File: config.mk
export PLATFORM = sky130hd
export DESIGN_NAME = positional_pid_integral_separation
export DESIGN_NICKNAME = d
export VERILOG_FILES = /design/src/design/pisep_pkg.sv /design/src/design/pisep_csr.sv /design/src/design/pisep_front.sv /design/src/design/pisep_queue.sv /design/src/design/pisep_back.sv /design/src/design/positional_pid_integral_separation.sv
export SDC_FILE = /design/constraint.sdc
export NUM_CORES = 2
export LEC_CHECK = 0
export BUFFER_PORTS_ARGS = -buffer_cell sky130_fd_sc_hd__buf_4
export CORE_ASPECT_RATIO = 0.75
export CORE_MARGIN = 2
export CORE_UTILIZATION = 58
export DETAILED_ROUTE_END_ITERATION = 12
export GPL_TIMING_DRIVEN = 0
export PLACE_DENSITY_LB_ADDON = 0.25
export SYNTH_ARGS = -nofsm -noshare
export SYNTH_HDL_FRONTEND = slang
export SYNTH_SLANG_ARGS = --single-unit
File: constraint.sdc
create_clock -name clock -period 9.4 [get_ports clock]
set_input_delay 1.88 -clock clock [delete_from_list [all_inputs] [get_ports clock]]
set_output_delay 1.88 -clock clock [all_outputs]
set_load 0.01 [all_outputs]
File: src/design/pisep_pkg.sv
// Shared types and constants for the positional PID block with integral separation.
// Used by every module of the block except the queue; depends on nothing else.
`timescale 1ns / 1ps
`default_nettype none

package pisep_pkg;

   localparam int GAIN_FRAC_BITS_DEFAULT = 8;
   localparam int INTEGRAL_WIDTH_DEFAULT = 24;
   localparam int QUEUE_DEPTH            = 4;

   // Error is target minus sample, the difference is error minus previous error.
   localparam int ERR_W  = 13;
   localparam int DIFF_W = 14;

   localparam int CSR_INDEX_W = 3;
   localparam int CSR_DATA_W  = 32;

   localparam logic [11:0]        TARGET_RESET = 12'd3200;
   localparam logic [11:0]        BAND_RESET   = 12'd500;
   localparam logic signed [31:0] VENT_RESET   = 32'sd3400;

   typedef enum logic [CSR_INDEX_W-1:0] {
      CSR_TARGET_PRESSURE = 3'd0,
      CSR_SEPARATION_BAND = 3'd1,
      CSR_GAIN_P          = 3'd2,
      CSR_GAIN_I          = 3'd3,
      CSR_GAIN_D          = 3'd4,
      CSR_VENT_THRESHOLD  = 3'd5
   } csr_index_type;

   typedef struct packed {
      logic [11:0]        target_pressure;
      logic [11:0]        separation_band;
      logic [15:0]        gain_p;
      logic [15:0]        gain_i;
      logic [15:0]        gain_d;
      logic signed [31:0] vent_threshold;
   } cfg_type;

endpackage

`default_nettype wire

File: src/design/pisep_csr.sv
// Configuration register file of the PID block.
// Depends on pisep_pkg for the register index codes and the cfg_type bundle.
`timescale 1ns / 1ps
`default_nettype none

module pisep_csr (
   input  wire logic                             clock,
   input  wire logic                             reset,
   input  wire logic                             csr_valid,
   output logic                                  csr_ready,
   input  wire logic [pisep_pkg::CSR_INDEX_W-1:0] csr_index,
   input  wire logic [pisep_pkg::CSR_DATA_W-1:0]  csr_wdata,
   output pisep_pkg::cfg_type                    cfg
);
   import pisep_pkg::*;

   cfg_type cfg_ff;
   cfg_type cfg_in;

   assign csr_ready = 1'b1;
   assign cfg       = cfg_ff;

   always_comb begin
      cfg_in = cfg_ff;
      if (csr_valid) begin
         unique case (csr_index_type'(csr_index))
            CSR_TARGET_PRESSURE: cfg_in.target_pressure = csr_wdata[11:0];
            CSR_SEPARATION_BAND: cfg_in.separation_band = csr_wdata[11:0];
            CSR_GAIN_P:          cfg_in.gain_p          = csr_wdata[15:0];
            CSR_GAIN_I:          cfg_in.gain_i          = csr_wdata[15:0];
            CSR_GAIN_D:          cfg_in.gain_d          = csr_wdata[15:0];
            CSR_VENT_THRESHOLD:  cfg_in.vent_threshold  = signed'(csr_wdata);
            default: ;
         endcase
      end
   end

   always_ff @(posedge clock) begin
      if (reset) begin
         cfg_ff.target_pressure <= TARGET_RESET;
         cfg_ff.separation_band <= BAND_RESET;
         cfg_ff.gain_p          <= '0;
         cfg_ff.gain_i          <= '0;
         cfg_ff.gain_d          <= '0;
         cfg_ff.vent_threshold  <= VENT_RESET;
      end else begin
         cfg_ff <= cfg_in;
      end
   end

endmodule

`default_nettype wire

File: src/design/pisep_front.sv
// Front end of the PID block: forms the error, keeps the saturating integral and
// the previous error, and classifies each sample against the separation band.
// Depends on pisep_pkg.
`timescale 1ns / 1ps
`default_nettype none

module pisep_front #(
   parameter int INTEGRAL_WIDTH = pisep_pkg::INTEGRAL_WIDTH_DEFAULT,
   parameter int ENTRY_W        = pisep_pkg::ERR_W + pisep_pkg::DIFF_W + INTEGRAL_WIDTH + 1
) (
   input  wire logic               clock,
   input  wire logic               reset,
   input  wire pisep_pkg::cfg_type cfg,
   input  wire logic               req_valid,
   output logic                    req_stall,
   input  wire logic [11:0]        req_pressure_sample,
   input  wire logic               queue_full,
   output logic                    queue_push,
   output logic [ENTRY_W-1:0]      queue_entry
);
   import pisep_pkg::*;

   localparam int SUM_W = INTEGRAL_WIDTH + 1;
   localparam logic signed [INTEGRAL_WIDTH-1:0] INT_MAX = {1'b0, {(INTEGRAL_WIDTH-1){1'b1}}};
   localparam logic signed [INTEGRAL_WIDTH-1:0] INT_MIN = {1'b1, {(INTEGRAL_WIDTH-1){1'b0}}};

   logic signed [ERR_W-1:0]          prev_error_ff;
   logic signed [ERR_W-1:0]          prev_error_in;
   logic signed [INTEGRAL_WIDTH-1:0] integral_ff;
   logic signed [INTEGRAL_WIDTH-1:0] integral_in;

   logic                             accept;
   logic signed [ERR_W-1:0]          err;
   logic [11:0]                      mag;
   logic signed [DIFF_W-1:0]         diff;
   logic signed [SUM_W-1:0]          sum;
   logic signed [INTEGRAL_WIDTH-1:0] sum_sat;
   logic                             in_band;

   assign req_stall  = queue_full;
   assign accept     = req_valid && !queue_full;
   assign queue_push = accept;

   assign err     = signed'({1'b0, cfg.target_pressure}) - signed'({1'b0, req_pressure_sample});
   assign mag     = err[ERR_W-1] ? 12'(-err) : err[11:0];
   assign in_band = (mag <= cfg.separation_band);
   assign diff    = DIFF_W'(err) - DIFF_W'(prev_error_ff);
   assign sum     = SUM_W'(integral_ff) + SUM_W'(err);

   // The top two bits of the widened sum disagree only on overflow.
   always_comb begin
      if (sum[SUM_W-1] != sum[SUM_W-2]) begin
         sum_sat = sum[SUM_W-1] ? INT_MIN : INT_MAX;
      end else begin
         sum_sat = sum[INTEGRAL_WIDTH-1:0];
      end
   end

   assign queue_entry = {in_band, err, diff, sum_sat};

   always_comb begin
      prev_error_in = prev_error_ff;
      integral_in   = integral_ff;
      if (accept) begin
         prev_error_in = err;
         integral_in   = sum_sat;
      end
   end

   always_ff @(posedge clock) begin
      if (reset) begin
         prev_error_ff <= '0;
         integral_ff   <= '0;
      end else begin
         prev_error_ff <= prev_error_in;
         integral_ff   <= integral_in;
      end
   end

endmodule

`default_nettype wire

File: src/design/pisep_queue.sv
// Small first-in first-out queue between the front and back of the PID block.
// Generic in depth and entry width; depends on nothing else.
`timescale 1ns / 1ps
`default_nettype none

module pisep_queue #(
   parameter int DEPTH      = 4,
   parameter int DATA_WIDTH = 8
) (
   input  wire logic                  clock,
   input  wire logic                  reset,
   input  wire logic                  push,
   input  wire logic [DATA_WIDTH-1:0] push_data,
   output logic                       full,
   input  wire logic                  pop,
   output logic                       not_empty,
   output logic [DATA_WIDTH-1:0]      pop_data
);

   localparam int PTR_W = (DEPTH > 1) ? $clog2(DEPTH) : 1;
   localparam int CNT_W = $clog2(DEPTH + 1);

   logic [DATA_WIDTH-1:0] slot_ff [DEPTH];
   logic [PTR_W-1:0]      wr_ptr_ff;
   logic [PTR_W-1:0]      wr_ptr_in;
   logic [PTR_W-1:0]      rd_ptr_ff;
   logic [PTR_W-1:0]      rd_ptr_in;
   logic [CNT_W-1:0]      count_ff;
   logic [CNT_W-1:0]      count_in;

   assign full      = (count_ff == CNT_W'(DEPTH));
   assign not_empty = (count_ff != '0);
   assign pop_data  = slot_ff[rd_ptr_ff];

   always_comb begin
      wr_ptr_in = wr_ptr_ff;
      rd_ptr_in = rd_ptr_ff;
      count_in  = count_ff;
      if (push) begin
         wr_ptr_in = (wr_ptr_ff == PTR_W'(DEPTH - 1)) ? '0 : wr_ptr_ff + 1'b1;
      end
      if (pop) begin
         rd_ptr_in = (rd_ptr_ff == PTR_W'(DEPTH - 1)) ? '0 : rd_ptr_ff + 1'b1;
      end
      if (push && !pop) begin
         count_in = count_ff + 1'b1;
      end else if (pop && !push) begin
         count_in = count_ff - 1'b1;
      end
   end

   always_ff @(posedge clock) begin
      if (push) begin
         slot_ff[wr_ptr_ff] <= push_data;
      end
   end

   always_ff @(posedge clock) begin
      if (reset) begin
         wr_ptr_ff <= '0;
         rd_ptr_ff <= '0;
         count_ff  <= '0;
      end else begin
         wr_ptr_ff <= wr_ptr_in;
         rd_ptr_ff <= rd_ptr_in;
         count_ff  <= count_in;
      end
   end

endmodule

`default_nettype wire

File: src/design/pisep_back.sv
// Back end of the PID block: three gain multiplies, the sum, the vent compare,
// the fraction drop and the drive saturation, in three registered stages.
// Depends on pisep_pkg.
`timescale 1ns / 1ps
`default_nettype none

module pisep_back #(
   parameter int GAIN_FRAC_BITS = pisep_pkg::GAIN_FRAC_BITS_DEFAULT,
   parameter int INTEGRAL_WIDTH = pisep_pkg::INTEGRAL_WIDTH_DEFAULT,
   parameter int ENTRY_W        = pisep_pkg::ERR_W + pisep_pkg::DIFF_W + INTEGRAL_WIDTH + 1
) (
   input  wire logic                 clock,
   input  wire logic                 reset,
   input  wire pisep_pkg::cfg_type   cfg,
   input  wire logic                 queue_not_empty,
   input  wire logic [ENTRY_W-1:0]   queue_entry,
   output logic                      queue_pop,
   output logic                      rsp_valid,
   input  wire logic                 rsp_stall,
   output logic signed [31:0]        rsp_drive_value,
   output logic signed [23:0]        rsp_error_integral,
   output logic                      rsp_vent_open
);
   import pisep_pkg::*;

   localparam int P_W    = 17 + ERR_W;
   localparam int D_W    = 17 + DIFF_W;
   localparam int I_W    = 17 + INTEGRAL_WIDTH;
   localparam int ACC_W  = INTEGRAL_WIDTH + 19;
   localparam int WIDE_W = (ACC_W > 33 + GAIN_FRAC_BITS) ? ACC_W : 33 + GAIN_FRAC_BITS;
   localparam int IX_W   = (INTEGRAL_WIDTH > 24) ? INTEGRAL_WIDTH : 24;
   localparam logic signed [WIDE_W-1:0] DRV_MAX = WIDE_W'(32'sh7fffffff);
   localparam logic signed [WIDE_W-1:0] DRV_MIN = WIDE_W'(32'sh80000000);

   // Queue entry fields.
   logic                             q_in_band;
   logic signed [ERR_W-1:0]          q_err;
   logic signed [DIFF_W-1:0]         q_diff;
   logic signed [INTEGRAL_WIDTH-1:0] q_int;

   assign {q_in_band, q_err, q_diff, q_int} = queue_entry;

   logic adv_out;
   logic adv_s2;
   logic adv_s1;

   // Stage 1: products.
   logic                             s1_valid_ff;
   logic                             s1_valid_in;
   logic signed [P_W-1:0]            s1_p_ff;
   logic signed [D_W-1:0]            s1_d_ff;
   logic signed [I_W-1:0]            s1_i_ff;
   logic signed [INTEGRAL_WIDTH-1:0] s1_int_ff;

   // Stage 2: accumulator.
   logic                             s2_valid_ff;
   logic                             s2_valid_in;
   logic signed [ACC_W-1:0]          s2_acc_ff;
   logic signed [ACC_W-1:0]          s2_acc_in;
   logic signed [INTEGRAL_WIDTH-1:0] s2_int_ff;

   // Output register.
   logic                             rsp_valid_ff;
   logic                             rsp_valid_in;
   logic signed [31:0]               drive_ff;
   logic signed [31:0]               drive_in;
   logic signed [23:0]               integral_ff;
   logic signed [23:0]               integral_in;
   logic                             vent_ff;
   logic                             vent_in;

   logic signed [16:0]               gain_p_s;
   logic signed [16:0]               gain_i_s;
   logic signed [16:0]               gain_d_s;
   logic signed [WIDE_W-1:0]         acc_wide;
   logic signed [WIDE_W-1:0]         thr_wide;
   logic signed [WIDE_W-1:0]         acc_floor;
   logic signed [IX_W-1:0]           int_ext;

   assign adv_out   = !rsp_valid_ff || !rsp_stall;
   assign adv_s2    = !s2_valid_ff || adv_out;
   assign adv_s1    = !s1_valid_ff || adv_s2;
   assign queue_pop = queue_not_empty && adv_s1;

   assign s1_valid_in  = adv_s1 ? queue_not_empty : s1_valid_ff;
   assign s2_valid_in  = adv_s2 ? s1_valid_ff : s2_valid_ff;
   assign rsp_valid_in = adv_out ? s2_valid_ff : rsp_valid_ff;

   assign gain_p_s = signed'({1'b0, cfg.gain_p});
   assign gain_i_s = signed'({1'b0, cfg.gain_i});
   assign gain_d_s = signed'({1'b0, cfg.gain_d});

   assign s2_acc_in = ACC_W'(s1_p_ff) + ACC_W'(s1_d_ff) + ACC_W'(s1_i_ff);

   // The vent compare works on the full-precision sum; the arithmetic shift floors.
   assign acc_wide  = WIDE_W'(s2_acc_ff);
   assign thr_wide  = WIDE_W'(cfg.vent_threshold) <<< GAIN_FRAC_BITS;
   assign acc_floor = acc_wide >>> GAIN_FRAC_BITS;
   assign vent_in   = (acc_wide > thr_wide);
   assign int_ext   = IX_W'(s2_int_ff);
   assign integral_in = int_ext[23:0];

   always_comb begin
      if (acc_floor > DRV_MAX) begin
         drive_in = 32'sh7fffffff;
      end else if (acc_floor < DRV_MIN) begin
         drive_in = 32'sh80000000;
      end else begin
         drive_in = acc_floor[31:0];
      end
   end

   always_ff @(posedge clock) begin
      if (queue_pop) begin
         s1_p_ff   <= P_W'(gain_p_s) * P_W'(q_err);
         s1_d_ff   <= D_W'(gain_d_s) * D_W'(q_diff);
         s1_i_ff   <= q_in_band ? I_W'(gain_i_s) * I_W'(q_int) : '0;
         s1_int_ff <= q_int;
      end
      if (adv_s2 && s1_valid_ff) begin
         s2_acc_ff <= s2_acc_in;
         s2_int_ff <= s1_int_ff;
      end
      if (adv_out && s2_valid_ff) begin
         drive_ff    <= drive_in;
         integral_ff <= integral_in;
         vent_ff     <= vent_in;
      end
   end

   always_ff @(posedge clock) begin
      if (reset) begin
         s1_valid_ff  <= 1'b0;
         s2_valid_ff  <= 1'b0;
         rsp_valid_ff <= 1'b0;
      end else begin
         s1_valid_ff  <= s1_valid_in;
         s2_valid_ff  <= s2_valid_in;
         rsp_valid_ff <= rsp_valid_in;
      end
   end

   assign rsp_valid          = rsp_valid_ff;
   assign rsp_drive_value    = drive_ff;
   assign rsp_error_integral = integral_ff;
   assign rsp_vent_open      = vent_ff;

endmodule

`default_nettype wire

File: src/design/positional_pid_integral_separation.sv
// Positional PID controller with integral separation for a pressure loop.
//
// Channels: req_ carries one 12-bit pressure sample per transfer; rsp_ returns
// one result per sample (saturated drive, 24-bit integral, vent flag) in order.
// A transfer happens on a rising edge where valid is high and stall is low.
// csr_ writes one of six registers (target, band, three Q8.8 gains, vent
// threshold) on an edge where csr_valid and csr_ready are high; csr_ready is
// always high, and registers are meant to change only while the block is idle.
//
// Path: a sample is taken into the queue by the front end, then passes the multiply,
// sum and saturate stages in the back before its result is presented.
// Throughput: one sample per cycle while req_stall is low, set by the front end's
// update of the integral and previous error as each sample is taken.
// Stalls: while rsp_stall is high the back pipeline and then the four-entry
// queue fill; req_stall rises only when the queue is full.
// Reset clears the integral, the previous error and all pipeline valid bits
// and loads the register defaults.
`timescale 1ns / 1ps
`default_nettype none

module positional_pid_integral_separation #(
   parameter int GAIN_FRAC_BITS = pisep_pkg::GAIN_FRAC_BITS_DEFAULT,
   parameter int INTEGRAL_WIDTH = pisep_pkg::INTEGRAL_WIDTH_DEFAULT
) (
   input  wire logic                              clock,
   input  wire logic                              reset,
   input  wire logic                              req_valid,
   output logic                                   req_stall,
   input  wire logic [11:0]                       req_pressure_sample,
   output logic                                   rsp_valid,
   input  wire logic                              rsp_stall,
   output logic signed [31:0]                     rsp_drive_value,
   output logic signed [23:0]                     rsp_error_integral,
   output logic                                   rsp_vent_open,
   input  wire logic                              csr_valid,
   output logic                                   csr_ready,
   input  wire logic [pisep_pkg::CSR_INDEX_W-1:0] csr_index,
   input  wire logic [pisep_pkg::CSR_DATA_W-1:0]  csr_wdata
);
   import pisep_pkg::*;

   localparam int ENTRY_W = ERR_W + DIFF_W + INTEGRAL_WIDTH + 1;

   cfg_type              cfg;
   logic                 queue_full;
   logic                 queue_push;
   logic [ENTRY_W-1:0]   push_entry;
   logic                 queue_pop;
   logic                 queue_not_empty;
   logic [ENTRY_W-1:0]   pop_entry;

   pisep_csr u_csr (
      .clock     (clock),
      .reset     (reset),
      .csr_valid (csr_valid),
      .csr_ready (csr_ready),
      .csr_index (csr_index),
      .csr_wdata (csr_wdata),
      .cfg       (cfg)
   );

   pisep_front #(
      .INTEGRAL_WIDTH (INTEGRAL_WIDTH),
      .ENTRY_W        (ENTRY_W)
   ) u_front (
      .clock               (clock),
      .reset               (reset),
      .cfg                 (cfg),
      .req_valid           (req_valid),
      .req_stall           (req_stall),
      .req_pressure_sample (req_pressure_sample),
      .queue_full          (queue_full),
      .queue_push          (queue_push),
      .queue_entry         (push_entry)
   );

   pisep_queue #(
      .DEPTH      (QUEUE_DEPTH),
      .DATA_WIDTH (ENTRY_W)
   ) u_queue (
      .clock     (clock),
      .reset     (reset),
      .push      (queue_push),
      .push_data (push_entry),
      .full      (queue_full),
      .pop       (queue_pop),
      .not_empty (queue_not_empty),
      .pop_data  (pop_entry)
   );

   pisep_back #(
      .GAIN_FRAC_BITS (GAIN_FRAC_BITS),
      .INTEGRAL_WIDTH (INTEGRAL_WIDTH),
      .ENTRY_W        (ENTRY_W)
   ) u_back (
      .clock              (clock),
      .reset              (reset),
      .cfg                (cfg),
      .queue_not_empty    (queue_not_empty),
      .queue_entry        (pop_entry),
      .queue_pop          (queue_pop),
      .rsp_valid          (rsp_valid),
      .rsp_stall          (rsp_stall),
      .rsp_drive_value    (rsp_drive_value),
      .rsp_error_integral (rsp_error_integral),
      .rsp_vent_open      (rsp_vent_open)
   );

endmodule

`default_nettype wire
== Word-level counts from Yosys, hierarchy flattened ==
Memory sizes are Yosys's and may differ from the RTL's. A register that Yosys moved wholly into a read port is not among the register bits.
Cells that the tools add are included.

* $add $sub $neg: 10
* Multipliers: 3
* Magnitude comparators: 4
* Equal/unequal tests: 9
* Muxes and demuxes: 12
* Reduce and logical (&&, ||, !) cells: 25

{| class="wikitable"
|+ Operator list
! cell !! number
|-
| two-way mux 24 bit || 2
|-
| > comparator 43 x 40 -> 1 bit || 1
|-
| adder 32 x 41 -> 42 bit || 1
|-
| multiplier 17 x 24 -> 41 bit || 1
|-
| > comparator 35 x 32 -> 1 bit, second input constant || 1
|-
| less-than comparator 35 x 32 -> 1 bit, second input constant || 1
|-
| adder 30 x 31 -> 32 bit || 1
|-
| two-way mux 32 bit || 1
|-
| multiplier 17 x 14 -> 31 bit || 1
|-
| multiplier 17 x 13 -> 30 bit || 1
|-
| adder 24 x 13 -> 25 bit || 1
|-
| subtractor 13 x 13 -> 14 bit || 1
|-
| subtractor 12 x 12 -> 13 bit || 1
|-
| <= comparator 12 bit || 1
|-
| two-way mux 12 bit || 1
|-
| negator 12 bit || 1
|-
| AND reduction 2 bit || 6
|-
| equality test 3 bit, second input constant || 3
|-
| two-way mux 2 bit || 4
|-
| logical NOT 1 bit || 7
|-
| equality test 3 x 2 -> 1 bit, second input constant || 2
|-
| logical AND 1 bit || 6
|-
| two-way mux 3 bit || 2
|-
| adder 2 x 1 -> 2 bit, second input constant || 2
|-
| other kinds (10) || 14
|}

* Flip-flop bits (word level): 401
* Bits in writable memories: 208
* Bits of input ports: 52
* Output and inout port bits: 60
* Word-level logic and storage cells: 87
* Memories kept: 1

{| class="wikitable"
|+ Memories
! memory !! words !! bits a word !! rd ports !! clocked after memory_dff !! write ports !! RTL line !! source
|-
| u_queue.slot_ff || 4 || 52 || 1 || 1 || 1 || pisep_queue.sv:23 || <nowiki>logic [DATA_WIDTH-1:0] slot_ff [DEPTH];</nowiki>
|}

== Longest topological paths before layout ==
* Depth in word-level cells: 8
* Depth in mapped cells: 30
* Depth with buffers taken out: 26

== Cells and area by module ==
From an unflattened synthesis, not the netlist that was laid out.

* Cell total of the unflattened synthesis: 5414
* Area, all modules: 57337.5 um^2

{| class="wikitable"
|+ Modules (own cells, without submodules)
! module !! instances !! cells each !! area each (um^2) !! seq. area each (um^2)
|-
| pisep_back || 1 || 4032 || 40169.8 || 7537.2
|-
| pisep_queue || 1 || 316 || 8006.4 || 6426.2
|-
| pisep_front || 1 || 673 || 4953.5 || 740.7
|-
| pisep_csr || 1 || 393 || 4207.8 || 2082.0
|}

== Worst setup path before layout ==
Ideal clock, no wire load.

* Kind: register -> register
* From: register (tool-made name)
* To: register u_back.s1_i_ff[32], data pin
* Library setup time: 0.266 ns
* Arrival time: 6.944 ns
* Data required time: 9.134 ns
* Slack: 2.191 ns
* Stages on the path, launching flop included: 25
* Buffers on the path: 3
* Clock period less this slack: 7.209 ns
* Path through: dfxtp_1 > buf_2 > buf_1 > mux4_2 > clkbuf_1 > nand2_1 > fa_1 > fa_1 > fa_1 > fa_1 > inv_1 > fa_1 > inv_1 > fa_1 > inv_1 > ha_1 > o21a_1 > o211ai_1 > a211oi_1 > o21ai_0 > o211ai_1 > a21oi_1 > o211ai_1 > and3_1 > or3b_1

{| class="wikitable"
|+ RTL lines
! what !! RTL line !! source
|-
| end signal: assignment || pisep_back.sv:117 || <nowiki>s1_i_ff <= q_in_band ? I_W'(gain_i_s) * I_W'(q_int) : '0;</nowiki>
|-
| end: declaration || pisep_back.sv:52 || <nowiki>logic signed [I_W-1:0] s1_i_ff;</nowiki>
|}

==> results.json <==
{
  "drive_gt1_share_pct": 5.47,
  "layout.nets": 6875,
  "synth_cells": 5449,
  "grt_pass1_wl_mm": 235,
  "ys_warn_count": 0,
  "n_fill_cell": 7547,
  "ff_latch_area_sq_um": 16800,
  "finalWirelength_mm": 153,
  "yosysMostFrequentCell": "inv_1",
  "skew_ns": 0.0409,
  "hold_path_class": "flip-flop to flip-flop",
  "cts_buffer_depth": 3,
  "area_growth_pct": 8.07,
  "vias": 39800,
  "min_to": "u_back.int_ext[17]",
  "yosysTopAreaCell": "fa_1",
  "finalSetupTns_ns": 0,
  "min_period_ns": 9.03,
  "switching_share_pct": 47.2,
  "cts_tree": "built",
  "power_leakage_nw": 27.5,
  "required_ns": 9.84,
  "switching_power_mw": 8.56,
  "pwr-share-clk_pct": 13.4,
  "power.internal_mw": 9.57,
  "wl_met2_mm": 62.5,
  "status": "completed",
  "vias_per_cell": 5.74,
  "chipWidth_um": 363,
  "syn_avg_cell_area_sq_um": 10.3,
  "htreeDepth": 2,
  "clock_latency_ns": 0.67,
  "power_mw": 18.1,
  "synth-seq-cells": 610,
  "final-setup-viol-count": 0,
  "rrSetupSlack_ns": 0.37,
  "dpl.hpwl_mm": 122,
  "gp_congestion": 0.993,
  "rsz0062_at_grt": "false",
  "cts_buffers": 57,
  "die_area_sq_um": 99200,
  "async_flop_share_pct": 0,
  "path_clk_slew_ns": 0.08,
  "hold_path_depth": 0,
  "ant_nets": 0,
  "maxCapViolations": 0,
  "grt_pass1_vias": 39800,
  "worstSetupEndpointType": "flip-flop",
  "finalHoldViolations": 0,
  "globalRouteOverflowTotal": 0,
  "finalCritPeriodShare_pct": 96.1,
  "wl_met3_mm": 21.0,
  "initial_core_util_pct": 58.7,
  "maxUsedRoutingLayer": "met5",
  "seq_area_frac_synth_pct": 29.9,
  "num_rows": 98,
  "die_h_um": 273,
  "crit-reg2reg-capture": "u_back.s1_i_ff[40]",
  "seq_power_share_pct": 26.7,
  "fp.coreArea_sq_um": 95500,
  "fin_util_pct": 63.5,
  "comb_power_share_pct": 59.8,
  "drv_slew": 0,
  "grt_antenna_before_repair": 7,
  "critPathLaunchType": "flip-flop",
  "ys_top_cells_by_area": "fa_1 (27%), edfxtp_1 (24%), ha_1 (10%), inv_1 (6.3%), dfxtp_1 (5.5%)",
  "synth_edf_count": 457,
  "port_buffers": 109,
  "critPathKind": "flip-flop to flip-flop",
  "synthDistinctLibCells": 88,
  "max_freq_mhz": 111,
  "ios": 112,
  "peakVddDrop_uv": 249,
  "synth_nets": 6702,
  "crit_arrival_ns": 9.47,
  "worst_pin_slew_ns": 1.42,
  "grt_util_all_layers_pct": 31.5,
  "root_buffer": "clkbuf_16",
  "drt-initial-drc-count": 4061,
  "firstDrtPassIters": 6,
  "cts.sinks": 610,
  "synth_area_sq_um": 56100,
  "min_from": "u_back.s1_int_ff[17]",
  "drc": 0,
  "slew_headroom_pct": 4.36,
  "p_per_area_nw_per_um2": 299,
  "wl_per_cell_um": 22.1,
  "reg2reg_depth": 24,
  "yosys_most_used_dff": "edfxtp_1",
  "multi_input_area_sq_um": 35000,
  "yosysTopAreaCellShare_pct": 26.5,
  "grt_max_degree": 100,
  "synth_common_cells": "inv_1 (940), nand2_1 (780), fa_1 (743)",
  "drt-met1-wl_mm": 65.4,
  "cp_max_fo": 10
}
how the worst max path moves through the flow:
stage / start / to / slack, ns / cells after the start
3_3_place_gp: flip-flop / u_back.s1_p_ff[29] / 0.35 / 22
3_5_place_dp: flip-flop / u_back.s1_p_ff[29] / 0.32 / 22
2_1_floorplan: flip-flop / u_back.s1_i_ff[32] / 2.19 / 24
6_report: flip-flop / u_back.s1_i_ff[40] / 0.37 / 24
5_1_grt: flip-flop / u_back.s1_i_ff[40] / 0.03 / 24
4_1_cts: flip-flop / u_back.s1_d_ff[30] / 0.26 / 22
logic make-up (layout without fill, tap and decap cells):
family | count (synthesis) | after routing | synth area share [%]
other cells | 1 | 7 | 0.00669
buf+inv | 1138 | 1360 | 7.66
mux | 62 | 62 | 2.21
xor+xnor | 154 | 154 | 2.40
fa+ha+maj | 1204 | 1204 | 36.8
flops | 610 | 610 | 29.9
compound gates | 640 | 640 | 7.36
simple gates | 1640 | 1640 | 13.6
metal layers:
layer / track usage (%) / vias up
met5: 0 / -
met4: 7.95 / 6
met3: 11.3 / 264
met2: 44.5 / 1934
met1: 46.1 / 19700
li1: - / 17900
final cells by class:
type,count,share of cell area [%]
Sequential cell,610,27.7
Multi-Input combinational cell,3701,57.8
Clock inverter,36,0.619
Antenna cell,6,0.0248
Tap cell,1250,2.58
Timing Repair Buffer,114,1.53
Buffer,197,1.27
Inverter,941,5.84
Clock buffer,72,2.63
power groups by stage:
stage | Combinational [mW] | Sequential (mW) | Clock [mW]
floorplan | 7.24 | 4.69 | 0
global placement | 10.3 | 4.94 | 0
detailed placement | 10.5 | 4.89 | 0
CTS | 10.6 | 4.84 | 2.46
global route | 12.0 | 4.90 | 2.56
finish | 10.8 | 4.85 | 2.44
per-stage QoR:
stage / cell area (sq um) / worst slack (ns) / hold WS (ns) / std cells
after CTS: 60600 / 0.256 / 0.413 / 6921
after detailed placement: 58600 / 0.324 / 0.405 / 6813
final: 60600 / 0.368 / 0.404 / 6927
after global placement: 58500 / 0.352 / 0.401 / 6808
after global routing: 60600 / 0.0336 / 0.419 / 6921
after floorplan: 56100 / 2.19 / 0.400 / 5449
placed cells by master, fill, tap and decap left out, types with 8 or more instances in the layout:
cell / instances
nand3b_1: 10
a21boi_0: 8
nand2b_1: 44
nand4_1: 16
ha_1: 458
buf_1: 20
nor3_1: 51
nor3b_1: 10
nand3_1: 22
dfxtp_1: 153
clkbuf_16: 60
a21o_1: 83
mux2i_1: 9
o31ai_1: 10
o21a_1: 40
xor2_1: 54
a31oi_1: 15
a21oi_1: 232
and3_1: 30
and2_1: 346
a211o_1: 10
a211oi_1: 23
or3_1: 14
a22o_1: 11
o21bai_1: 14
clkinvlp_4: 10
mux4_2: 49
fa_1: 743
edfxtp_1: 457
clkbuf_1: 168
nor2_1: 254
o21ai_0: 106
inv_1: 939
nor2b_1: 30
xnor2_1: 100
o211ai_1: 12
buf_4: 113
nand2_1: 780
what timing repair did:
item,4_1_cts,5_1_grt
buffers inserted,0,0
gates resized for setup,0,13
endpoints found under the setup margin,0,5
hold buffers,0,0
worst max-delay path, stage by stage, from the launching register on:
cell and delay, ns:
dfxtp_1 0.31, buf_2 0.27, buf_1 0.84, mux4_2 0.61, clkbuf_1 0.61, nand2_1 0.16, fa_1 0.53, fa_1 0.50
fa_1 0.53, fa_1 0.55, inv_1 0.05, fa_1 0.49, inv_1 0.05, fa_1 0.47, inv_1 0.05, ha_1 0.40
o21a_1 0.17, o211ai_1 0.10, a211oi_1 0.24, o21ai_0 0.15, o211ai_1 0.31, a211oi_1 0.36, o31a_1 0.38, o31ai_1 0.33
mux2i_1 0.33
registers in the layout (all words and copies together), names as in the netlist, 3 cells and up, named ones only:
signal and cells:
u_queue.slot_ff 208, u_back.acc_wide 42, u_back.rsp_drive_value 32, u_back.s1_p_ff 30, u_queue.count_ff 3, u_front.integral_ff 24
u_back.rsp_error_integral 24, u_csr.cfg 104, u_back.int_ext 24, u_back.s1_i_ff 41, u_front.prev_error_ff 13, u_back.s1_d_ff 31
u_back.s1_int_ff 24
(Power assumes the default switching activity.)
